`src/rtl/core/cdms_pkg.sv`:
```
// Package: shared types and constants of the millisecond countdown clock.
`default_nettype none

package cdms_pkg;

  localparam int TOTAL_W = 27;
  localparam int DELTA_W = 16;
  localparam int FIELD_W = 16;
  localparam int HOURS_W = 5;
  localparam int MINUTES_W = 6;
  localparam int SECONDS_W = 6;
  localparam int MILLIS_W = 10;

  localparam int CDMS_QUEUE_DEPTH = 4;

  localparam logic [TOTAL_W-1:0] RESET_MS = TOTAL_W'(180000);
  localparam logic [TOTAL_W-1:0] DAY_MS = TOTAL_W'(86400000);
  localparam logic [TOTAL_W-1:0] HOUR_MS = TOTAL_W'(3600000);
  localparam logic [TOTAL_W-1:0] MIN_MS = TOTAL_W'(60000);
  localparam logic [TOTAL_W-1:0] SEC_MS = TOTAL_W'(1000);

  localparam logic signed [FIELD_W-1:0] HOURS_MAX = 16'sd23;
  localparam logic signed [FIELD_W-1:0] MINSEC_MAX = 16'sd59;
  localparam logic signed [FIELD_W-1:0] MILLIS_MAX = 16'sd999;

  // Exact reciprocal division: q = (x * RECIP) >> SHIFT
  localparam int SEC_RECIP_W = 28;
  localparam int SEC_SHIFT = 37;
  localparam int SEC_PROD_W = TOTAL_W + SEC_RECIP_W;
  localparam int SEC_Q_W = SEC_PROD_W - SEC_SHIFT;
  localparam logic [SEC_RECIP_W-1:0] SEC_RECIP = SEC_RECIP_W'(137438954);

  localparam int MIN_RECIP_W = 19;
  localparam int MIN_SHIFT = 24;
  localparam int MIN_PROD_W = SEC_Q_W + MIN_RECIP_W;
  localparam int MIN_Q_W = MIN_PROD_W - MIN_SHIFT;
  localparam logic [MIN_RECIP_W-1:0] MIN_RECIP = MIN_RECIP_W'(279621);

  localparam int HOUR_RECIP_W = 14;
  localparam int HOUR_SHIFT = 19;
  localparam int HOUR_PROD_W = MIN_Q_W + HOUR_RECIP_W;
  localparam int HOUR_Q_W = HOUR_PROD_W - HOUR_SHIFT;
  localparam logic [HOUR_RECIP_W-1:0] HOUR_RECIP = HOUR_RECIP_W'(8739);

  localparam logic [MINUTES_W-1:0] SIXTY = MINUTES_W'(60);

  typedef enum logic {
    FUNC_TICK = 1'b0,
    FUNC_SET  = 1'b1
  } cdms_func_t;

  typedef struct packed {
    cdms_func_t          func;
    logic [TOTAL_W-1:0]  value;
  } cdms_op_t;

endpackage

`default_nettype wire

```
`src/rtl/core/cdms_if.sv`:
```
// Interfaces: item, result and configuration channels.
`default_nettype none

interface cdms_item_if;
  import cdms_pkg::*;
  logic                       valid;
  logic                       ready;
  logic                       func;
  logic [DELTA_W-1:0]         delta_ms;
  logic signed [FIELD_W-1:0]  set_hours;
  logic signed [FIELD_W-1:0]  set_minutes;
  logic signed [FIELD_W-1:0]  set_seconds;
  logic signed [FIELD_W-1:0]  set_millis;

  modport source (output valid, func, delta_ms, set_hours, set_minutes, set_seconds,
                  set_millis, input ready);
  modport sink (input valid, func, delta_ms, set_hours, set_minutes, set_seconds,
                set_millis, output ready);
endinterface

interface cdms_result_if;
  import cdms_pkg::*;
  logic                  valid;
  logic                  ready;
  logic [HOURS_W-1:0]    hours;
  logic [MINUTES_W-1:0]  minutes;
  logic [SECONDS_W-1:0]  seconds;
  logic [MILLIS_W-1:0]   millis;

  modport source (output valid, hours, minutes, seconds, millis, input ready);
  modport sink (input valid, hours, minutes, seconds, millis, output ready);
endinterface

interface cdms_cfg_if;
  logic valid;
  logic ready;
  logic data;

  modport source (output valid, data, input ready);
  modport sink (input valid, data, output ready);
endinterface

`default_nettype wire

```
`src/rtl/core/cdms_front.sv`:
```
// Front end: accept items, clamp set fields and build the loaded total.
`default_nettype none

module cdms_front (
  input  logic              clk,
  input  logic              rst,
  cdms_item_if.sink         item,
  output logic              push_valid,
  input  logic              push_ready,
  output cdms_pkg::cdms_op_t push_op
);
  import cdms_pkg::*;

  function automatic logic [MILLIS_W-1:0] clamp_sat(
    input logic signed [FIELD_W-1:0] v,
    input logic signed [FIELD_W-1:0] hi
  );
    logic [MILLIS_W-1:0] r;
    if (v < 16'sd0) begin
      r = '0;
    end else if (v > hi) begin
      r = hi[MILLIS_W-1:0];
    end else begin
      r = v[MILLIS_W-1:0];
    end
    return r;
  endfunction

  logic                  adv;
  logic                  f1_valid;
  cdms_func_t            f1_func;
  logic [DELTA_W-1:0]    f1_delta;
  logic [HOURS_W-1:0]    f1_hours;
  logic [MINUTES_W-1:0]  f1_minutes;
  logic [SECONDS_W-1:0]  f1_seconds;
  logic [MILLIS_W-1:0]   f1_millis;
  logic [HOURS_W-1:0]    hours_clamped;

  logic                  f2_valid;
  cdms_func_t            f2_func;
  logic [DELTA_W-1:0]    f2_delta;
  logic [TOTAL_W-1:0]    f2_hm;
  logic [TOTAL_W-1:0]    f2_sl;

  assign adv = !f2_valid || push_ready;
  assign item.ready = adv && !rst;

  // hours outside 0..23 load as zero
  assign hours_clamped = (item.set_hours < 16'sd0 || item.set_hours > HOURS_MAX) ?
                         '0 : item.set_hours[HOURS_W-1:0];

  always_ff @(posedge clk) begin
    if (rst) begin
      f1_valid <= 1'b0;
      f2_valid <= 1'b0;
    end else if (adv) begin
      f1_valid <= item.valid;
      f2_valid <= f1_valid;
    end
  end

  always_ff @(posedge clk) begin
    if (adv) begin
      f1_func    <= cdms_func_t'(item.func);
      f1_delta   <= item.delta_ms;
      f1_hours   <= hours_clamped;
      f1_minutes <= MINUTES_W'(clamp_sat(item.set_minutes, MINSEC_MAX));
      f1_seconds <= SECONDS_W'(clamp_sat(item.set_seconds, MINSEC_MAX));
      f1_millis  <= clamp_sat(item.set_millis, MILLIS_MAX);
      f2_func    <= f1_func;
      f2_delta   <= f1_delta;
      f2_hm      <= TOTAL_W'(f1_hours) * HOUR_MS + TOTAL_W'(f1_minutes) * MIN_MS;
      f2_sl      <= TOTAL_W'(f1_seconds) * SEC_MS + TOTAL_W'(f1_millis);
    end
  end

  assign push_valid    = f2_valid;
  assign push_op.func  = f2_func;
  assign push_op.value = (f2_func == FUNC_SET) ? f2_hm + f2_sl : TOTAL_W'(f2_delta);

endmodule

`default_nettype wire

```
`src/rtl/core/cdms_queue.sv`:
```
// Queue: short FIFO between the front and back ends.
`default_nettype none

module cdms_queue #(
  parameter int unsigned DEPTH = cdms_pkg::CDMS_QUEUE_DEPTH
) (
  input  logic               clk,
  input  logic               rst,
  input  logic               push_valid,
  output logic               push_ready,
  input  cdms_pkg::cdms_op_t push_op,
  output logic               pop_valid,
  input  logic               pop_ready,
  output cdms_pkg::cdms_op_t pop_op
);
  import cdms_pkg::*;

  localparam int PTR_W = (DEPTH > 1) ? $clog2(DEPTH) : 1;
  localparam int CNT_W = $clog2(DEPTH + 1);

  cdms_op_t           entries [DEPTH];
  logic [PTR_W-1:0]   wr_ptr;
  logic [PTR_W-1:0]   rd_ptr;
  logic [CNT_W-1:0]   count;
  logic               push;
  logic               pop;

  assign push_ready = count != CNT_W'(DEPTH);
  assign pop_valid  = count != '0;
  assign push = push_valid && push_ready;
  assign pop  = pop_valid && pop_ready;
  assign pop_op = entries[rd_ptr];

  always_ff @(posedge clk) begin
    if (rst) begin
      wr_ptr <= '0;
      rd_ptr <= '0;
      count  <= '0;
    end else begin
      if (push) begin
        wr_ptr <= (wr_ptr == PTR_W'(DEPTH - 1)) ? '0 : wr_ptr + PTR_W'(1);
      end
      if (pop) begin
        rd_ptr <= (rd_ptr == PTR_W'(DEPTH - 1)) ? '0 : rd_ptr + PTR_W'(1);
      end
      if (push && !pop) begin
        count <= count + CNT_W'(1);
      end else if (pop && !push) begin
        count <= count - CNT_W'(1);
      end
    end
  end

  always_ff @(posedge clk) begin
    if (push) begin
      entries[wr_ptr] <= push_op;
    end
  end

endmodule

`default_nettype wire

```
`src/rtl/core/cdms_back.sv`:
```
// Back end: update the total, then split it into h, m, s, ms over four stages.
`default_nettype none

module cdms_back (
  input  logic               clk,
  input  logic               rst,
  input  logic               pop_valid,
  output logic               pop_ready,
  input  cdms_pkg::cdms_op_t pop_op,
  cdms_cfg_if.sink           cfg,
  cdms_result_if.source      result
);
  import cdms_pkg::*;

  logic                    adv;
  logic                    pop;
  logic                    count_up;
  logic [TOTAL_W-1:0]      total;
  logic [TOTAL_W-1:0]      total_next;
  logic [TOTAL_W:0]        tick_sum;
  logic [TOTAL_W:0]        tick_val;
  logic [TOTAL_W:0]        tick_wrap;

  logic                    v1;
  logic                    v2;
  logic                    v3;
  logic                    v4;
  logic                    v5;
  logic [TOTAL_W-1:0]      t2;
  logic [SEC_PROD_W-1:0]   p2;
  logic [SEC_Q_W-1:0]      q1;
  logic [TOTAL_W-1:0]      ms_rem;
  logic [MILLIS_W-1:0]     ms3;
  logic [SEC_Q_W-1:0]      q1_3;
  logic [MIN_PROD_W-1:0]   p3;
  logic [MIN_Q_W-1:0]      q2;
  logic [SEC_Q_W-1:0]      sec_rem;
  logic [MILLIS_W-1:0]     ms4;
  logic [SECONDS_W-1:0]    sec4;
  logic [MIN_Q_W-1:0]      q2_4;
  logic [HOUR_PROD_W-1:0]  p4;
  logic [HOUR_Q_W-1:0]     hrs;
  logic [MIN_Q_W-1:0]      min_rem;

  assign adv = !v5 || result.ready;
  assign pop_ready = adv;
  assign pop = pop_valid && adv;
  assign cfg.ready = !rst;

  always_comb begin
    tick_sum = {1'b0, total} + {1'b0, pop_op.value};
    priority if (count_up) begin
      tick_val = tick_sum;
    end else if (pop_op.value > total) begin
      tick_val = '0;
    end else begin
      tick_val = {1'b0, total - pop_op.value};
    end
    tick_wrap = (tick_val >= {1'b0, DAY_MS}) ? tick_val - {1'b0, DAY_MS} : tick_val;
    unique case (pop_op.func)
      FUNC_SET:  total_next = pop_op.value;
      FUNC_TICK: total_next = tick_wrap[TOTAL_W-1:0];
      default:   total_next = total;
    endcase
  end

  always_ff @(posedge clk) begin
    if (rst) begin
      count_up <= 1'b0;
      total    <= RESET_MS;
      v1 <= 1'b0;
      v2 <= 1'b0;
      v3 <= 1'b0;
      v4 <= 1'b0;
      v5 <= 1'b0;
    end else begin
      if (cfg.valid) begin
        count_up <= cfg.data;
      end
      if (pop) begin
        total <= total_next;
      end
      if (adv) begin
        v1 <= pop;
        v2 <= v1;
        v3 <= v2;
        v4 <= v3;
        v5 <= v4;
      end
    end
  end

  assign q1      = p2[SEC_SHIFT +: SEC_Q_W];
  assign ms_rem  = t2 - TOTAL_W'(q1) * SEC_MS;
  assign q2      = p3[MIN_SHIFT +: MIN_Q_W];
  assign sec_rem = q1_3 - SEC_Q_W'(q2) * SEC_Q_W'(SIXTY);
  assign hrs     = p4[HOUR_SHIFT +: HOUR_Q_W];
  assign min_rem = q2_4 - MIN_Q_W'(hrs) * MIN_Q_W'(SIXTY);

  always_ff @(posedge clk) begin
    if (adv) begin
      t2   <= total;
      p2   <= SEC_PROD_W'(total) * SEC_PROD_W'(SEC_RECIP);
      ms3  <= ms_rem[MILLIS_W-1:0];
      q1_3 <= q1;
      p3   <= MIN_PROD_W'(q1) * MIN_PROD_W'(MIN_RECIP);
      ms4  <= ms3;
      sec4 <= sec_rem[SECONDS_W-1:0];
      q2_4 <= q2;
      p4   <= HOUR_PROD_W'(q2) * HOUR_PROD_W'(HOUR_RECIP);
      result.millis  <= ms4;
      result.seconds <= sec4;
      result.minutes <= min_rem[MINUTES_W-1:0];
      result.hours   <= hrs[HOURS_W-1:0];
    end
  end

  assign result.valid = v5;

endmodule

`default_nettype wire

```
`src/rtl/core/countdown_ms_clock_split.sv`:
```
// Top level: millisecond countdown clock with a split h/m/s/ms result.
// Path: f1, f2, queue, total register (one add and compare step), split stages.
// Throughput: one item per cycle while result.ready does not stall the back end.
// The split runs as three reciprocal-multiply divider stages plus an output register.
// Reset: total is 180000 ms (three minutes), count direction is down, queue empty.
`default_nettype none

module countdown_ms_clock_split #(
  parameter int unsigned QUEUE_DEPTH = cdms_pkg::CDMS_QUEUE_DEPTH
) (
  input  logic          clk,
  input  logic          rst,
  cdms_item_if.sink     item,
  cdms_result_if.source result,
  cdms_cfg_if.sink      cfg
);
  import cdms_pkg::*;

  logic      push_valid;
  logic      push_ready;
  cdms_op_t  push_op;
  logic      pop_valid;
  logic      pop_ready;
  cdms_op_t  pop_op;

  cdms_front u_front (
    .clk        (clk),
    .rst        (rst),
    .item       (item),
    .push_valid (push_valid),
    .push_ready (push_ready),
    .push_op    (push_op)
  );

  cdms_queue #(
    .DEPTH (QUEUE_DEPTH)
  ) u_queue (
    .clk        (clk),
    .rst        (rst),
    .push_valid (push_valid),
    .push_ready (push_ready),
    .push_op    (push_op),
    .pop_valid  (pop_valid),
    .pop_ready  (pop_ready),
    .pop_op     (pop_op)
  );

  cdms_back u_back (
    .clk       (clk),
    .rst       (rst),
    .pop_valid (pop_valid),
    .pop_ready (pop_ready),
    .pop_op    (pop_op),
    .cfg       (cfg),
    .result    (result)
  );

endmodule

`default_nettype wire

```
`src/flat_wrapper.sv`:
```
// flat-port wrapper written by rule: the top's interface ports become plain ports
module countdown_ms_clock_split_flat import cdms_pkg::*;
#(
  parameter int unsigned QUEUE_DEPTH = cdms_pkg::CDMS_QUEUE_DEPTH
)
  (clk, rst, item_valid, item_func, item_delta_ms, item_set_hours, item_set_minutes, item_set_seconds, item_set_millis, item_ready, result_valid, result_hours, result_minutes, result_seconds, result_millis, result_ready, cfg_valid, cfg_data, cfg_ready);
  cdms_item_if item_i ();
  cdms_result_if result_i ();
  cdms_cfg_if cfg_i ();
  input  logic clk;
  input  logic rst;
  input wire logic [$bits(item_i.valid)-1:0] item_valid;
  input wire logic [$bits(item_i.func)-1:0] item_func;
  input wire logic [$bits(item_i.delta_ms)-1:0] item_delta_ms;
  input wire logic [$bits(item_i.set_hours)-1:0] item_set_hours;
  input wire logic [$bits(item_i.set_minutes)-1:0] item_set_minutes;
  input wire logic [$bits(item_i.set_seconds)-1:0] item_set_seconds;
  input wire logic [$bits(item_i.set_millis)-1:0] item_set_millis;
  output wire logic [$bits(item_i.ready)-1:0] item_ready;
  output wire logic [$bits(result_i.valid)-1:0] result_valid;
  output wire logic [$bits(result_i.hours)-1:0] result_hours;
  output wire logic [$bits(result_i.minutes)-1:0] result_minutes;
  output wire logic [$bits(result_i.seconds)-1:0] result_seconds;
  output wire logic [$bits(result_i.millis)-1:0] result_millis;
  input wire logic [$bits(result_i.ready)-1:0] result_ready;
  input wire logic [$bits(cfg_i.valid)-1:0] cfg_valid;
  input wire logic [$bits(cfg_i.data)-1:0] cfg_data;
  output wire logic [$bits(cfg_i.ready)-1:0] cfg_ready;
  assign item_i.valid = item_valid;
  assign item_i.func = item_func;
  assign item_i.delta_ms = item_delta_ms;
  assign item_i.set_hours = item_set_hours;
  assign item_i.set_minutes = item_set_minutes;
  assign item_i.set_seconds = item_set_seconds;
  assign item_i.set_millis = item_set_millis;
  assign item_ready = item_i.ready;
  assign result_valid = result_i.valid;
  assign result_hours = result_i.hours;
  assign result_minutes = result_i.minutes;
  assign result_seconds = result_i.seconds;
  assign result_millis = result_i.millis;
  assign result_i.ready = result_ready;
  assign cfg_i.valid = cfg_valid;
  assign cfg_i.data = cfg_data;
  assign cfg_ready = cfg_i.ready;
  countdown_ms_clock_split #(.QUEUE_DEPTH(QUEUE_DEPTH)) u_core (.clk(clk), .rst(rst), .item(item_i), .result(result_i), .cfg(cfg_i));
endmodule
```
`config.mk`:
```
export PLATFORM = sky130hd
export DESIGN_NAME = countdown_ms_clock_split_flat
export DESIGN_NICKNAME = d
export VERILOG_FILES = /design/src/rtl/core/cdms_pkg.sv /design/src/rtl/core/cdms_if.sv /design/src/rtl/core/cdms_front.sv /design/src/rtl/core/cdms_queue.sv /design/src/rtl/core/cdms_back.sv /design/src/rtl/core/countdown_ms_clock_split.sv /design/src/flat_wrapper.sv
export SDC_FILE = /design/constraint.sdc
export NUM_CORES = 2
export LEC_CHECK = 0
export BUFFER_PORTS_ARGS = -buffer_cell sky130_fd_sc_hd__buf_2
export CAP_MARGIN = 15
export CORE_MARGIN = 4
export CORE_UTILIZATION = 50
export DETAILED_ROUTE_END_ITERATION = 6
export GPL_ROUTABILITY_DRIVEN = 0
export HOLD_SLACK_MARGIN = 0.08
export PLACE_DENSITY_LB_ADDON = 0.2
export RECOVER_POWER = 25
export SLEW_MARGIN = 20
export SYNTH_ARGS = -nofsm -noshare
export SYNTH_HDL_FRONTEND = slang
export SYNTH_HIERARCHICAL = 1
export SYNTH_SLANG_ARGS = --single-unit
export TNS_END_PERCENT = 30
```
`constraint.sdc`:
```
create_clock -name clk -period 13 [get_ports clk]
set_input_delay 1.95 -clock clk [delete_from_list [all_inputs] [get_ports clk]]
set_output_delay 1.95 -clock clk [all_outputs]
set_load 0.01 [all_outputs]
```
==> impl_metrics.json <==
{
  "rsz0062_at_grt": "no",
  "wl_um": 84710,
  "fin_ws_ns": 5.328,
  "crit_required_ns": 13.34,
  "grt_overflow": 0,
  "final_max_slew_viol_count": 81,
  "setup_tns_ns": 0,
  "postCtsSetupBuffers": 0,
  "num-nets-final": 4799,
  "cts_hold_buf": 0,
  "fmax_mhz": 130.3,
  "die_y_um": 285.2,
  "fin_crit_ns": 7.672,
  "wl_per_cell_um": 17.79,
  "syn_area_per_cell_um2": 10.67,
  "grt_pass1_wl_um": 139100,
  "cts_inserted_buffers": 43,
  "synth_edf_count": 323,
  "grtUsageTotal_pct": 21.15,
  "ant_nets": 0,
  "async_flop_share_pct": 0,
  "grt_pass1_vias": 26551,
  "hpwlAfterDp_um": 69180,
  "via_count": 25911,
  "fin_skew_ns": 0.03950,
  "antenna_found_initial": 1,
  "ys_ff_latch": 367,
  "via_per_inst": 5.440,
  "syn_to_final_growth_pct": 8.161,
  "clock_sinks": 367,
  "cp_max_fo": 10,
  "chipWidth_um": 285.2,
  "synthFlopType": "edfxtp_1",
  "drc": 0,
  "arrival_ns": 8.02,
  "rows": 101,
  "clk_pin_slew_ns": 0.06,
  "finalCritPeriodShare_pct": 59.02,
  "tritoncts": "built",
  "syn-num-nets": 4699,
  "cts_max_level": 2,
  "synth_cell_type_count": 109,
  "drt_iter0_drc": 1635,
  "worst_pin_slew_ns": 2.329,
  "nFillCells": 6684,
  "cts_resized": 0,
  "yosys_warnings": 6,
  "status": "finished with violations",
  "syn_inst": 3598,
  "pre_cts_ws_ns": 5.330,
  "diodes": 0,
  "initial_utilization_pct": 50.48,
  "max_cap_violations": 2,
  "slew_headroom_pct": -55.24,
  "violations": "max-capacitance violations, max-slew violations",
  "core-area_um2": 76080,
  "setup_viol": 0,
  "seq_area_frac_synth_pct": 27.55,
  "die_area_um2": 81310,
  "clk_latency_ns": 0.60,
  "grt_max_degree": 75,
  "drive_above_1_share_pct": 7.795,
  "cts_root_buf": "clkbuf_16",
  "hold_path_class": "reg2reg",
  "synth_area_um2": 38410,
  "end_kind": "register",
  "clockBufferDepth": 3,
  "crit_type": "reg2reg",
  "io_buffers": 116,
  "firstDrtPassIters": 5,
  "hold_viol_final": 0,
  "io_pins": 117,
  "startpoint_type": "register"
}
-- synthesized netlist by cell type (16+ instances only) --
cell type  count  area [um2]
ha_1         681        8521
buf_2         20       100.1
nand3_1       37       185.2
edfxtp_1     323        9699
nor2b_1       32       200.2
xnor2_1      111       972.2
mux4_2        28       630.6
nand2b_1      28       175.2
nor4_1        17       106.4
nor2_1       167       626.9
a21oi_1      157       785.8
and3_1        20       125.1
clkbuf_1      42       157.7
nand2_1      106       397.9
o21ai_0      109       545.5
a211oi_1      43       322.8
a31oi_1       22       137.6
inv_1        708        2658
dfxtp_1       44       880.8
and2_1        19       118.9
nor3_1        58       290.3
a21o_1        58       435.4
o21a_1        25       187.7
o211ai_1      26       195.2
fa_1         333        6666
xor2_1        41       359.1
nand4_1       19       118.9
mux2_2        16       180.2
mux2i_1       16       160.2
-- worst max-delay path, cell delays in order (launching register included) --
cell and delay (ns):
dfxtp_1 0.54, inv_1 0.17, ha_1 0.41, fa_1 0.55, inv_1 0.05, ha_1 0.28, fa_1 0.52, fa_1 0.44
fa_1 0.55, inv_1 0.05, fa_1 0.53, inv_1 0.04, ha_1 0.31, a21o_1 0.17, a21oi_1 0.13, nor2b_1 0.06
a2111oi_0 0.67, o211a_1 0.27, o221ai_1 0.30, o31a_1 0.40, a21oi_1 0.26, a311oi_1 0.20, a41o_1 0.30, nor3_1 0.14
nor2_1 0.05
-- stage by stage --
stage | hold WS, ns | area (um2) | std cells | utilization, %
finish | 0.4172 | 41540 | 4763 | 54.60
CTS | 0.4183 | 41560 | 4763 | 54.63
detailed placement | 0.4045 | 40050 | 4683 | 52.65
global placement | 0.4012 | 40050 | 4683 | 52.65
global route | 0.4248 | 41540 | 4763 | 54.60
floorplan | 0.4003 | 38410 | 3598 | -
-- area by class of cell --
type | instances | area, um2 | area share, %
clock buffers | 51 | 1156 | 2.783
inverters | 710 | 2668 | 6.422
flip-flops and latches | 367 | 10580 | 25.47
clock inverters | 29 | 349.1 | 0.8404
repair buffers | 131 | 679.4 | 1.636
well taps | 1030 | 1289 | 3.102
multi-input cells | 2445 | 24820 | 59.74
-- cell families (layout without fill, tap and decap cells) --
kind of cell,Yosys count,after routing,share of synthesized area (%)
multiplexers,61,61,2.567
XOR/XNOR,152,152,3.466
AO/OA/AOI/OAI,634,634,11.27
flip-flops,367,367,27.55
AND/OR/NAND/NOR,584,584,7.763
adder cells (fa/ha/maj),1014,1014,39.54
buffers and inverters,786,921,7.842
-- cell usage in the layout (no fill, tap or decap), drive strengths merged, types with 26 or more instances in the layout --
cell type	n
inv	713
ha	681
fa	333
edfxtp	323
nor2	168
a21oi	158
buf	126
o21ai	118
xnor2	111
nand2	106
nor3	59
a21o	59
clkbuf	56
a211oi	49
dfxtp	44
xor2	41
nand3	37
nor2b	32
mux4	28
nand2b	28
o211ai	27
o21a	26
-- layer usage --
layer  vias up  track usage [%]  part of all wire (%)
li1      12650                -                     -
met1     12429            28.54                    45
met2       652            34.99                    46
met3       178            2.974                   5.0
met4         2            7.674                   4.1
met5         -                0                 0.024
-- state kept, by name, indices dropped and copies added (netlist names), 13 cells and up, named ones only --
signal / count
u_core/u_front/f2_hm: 22
u_core/u_front/f2_delta: 16
u_core/u_queue/entries: 112
u_core/u_back/p2: 18
u_core/u_front/f2_sl: 17
u_core/u_back/total: 27
u_core/u_front/f1_delta: 16
u_core/u_back/p3: 13
-- path summary, 6_finish.rpt --
check	from	to	slack (ns)	cells after the start
min	u_core/u_back/q1_3[1]	u_core/u_back/sec4[1]	0.42	0
max reg2reg	u_core/u_back/total[25]	u_core/u_back/p2[53]	5.33	24
max	u_core/u_back/total[25]	u_core/u_back/p2[53]	5.33	24
min reg2reg	u_core/u_back/q1_3[1]	u_core/u_back/sec4[1]	0.42	0
Power is not shown: default switching activity piles up to over one toggle a cycle in this logic, so the estimate is an artifact.
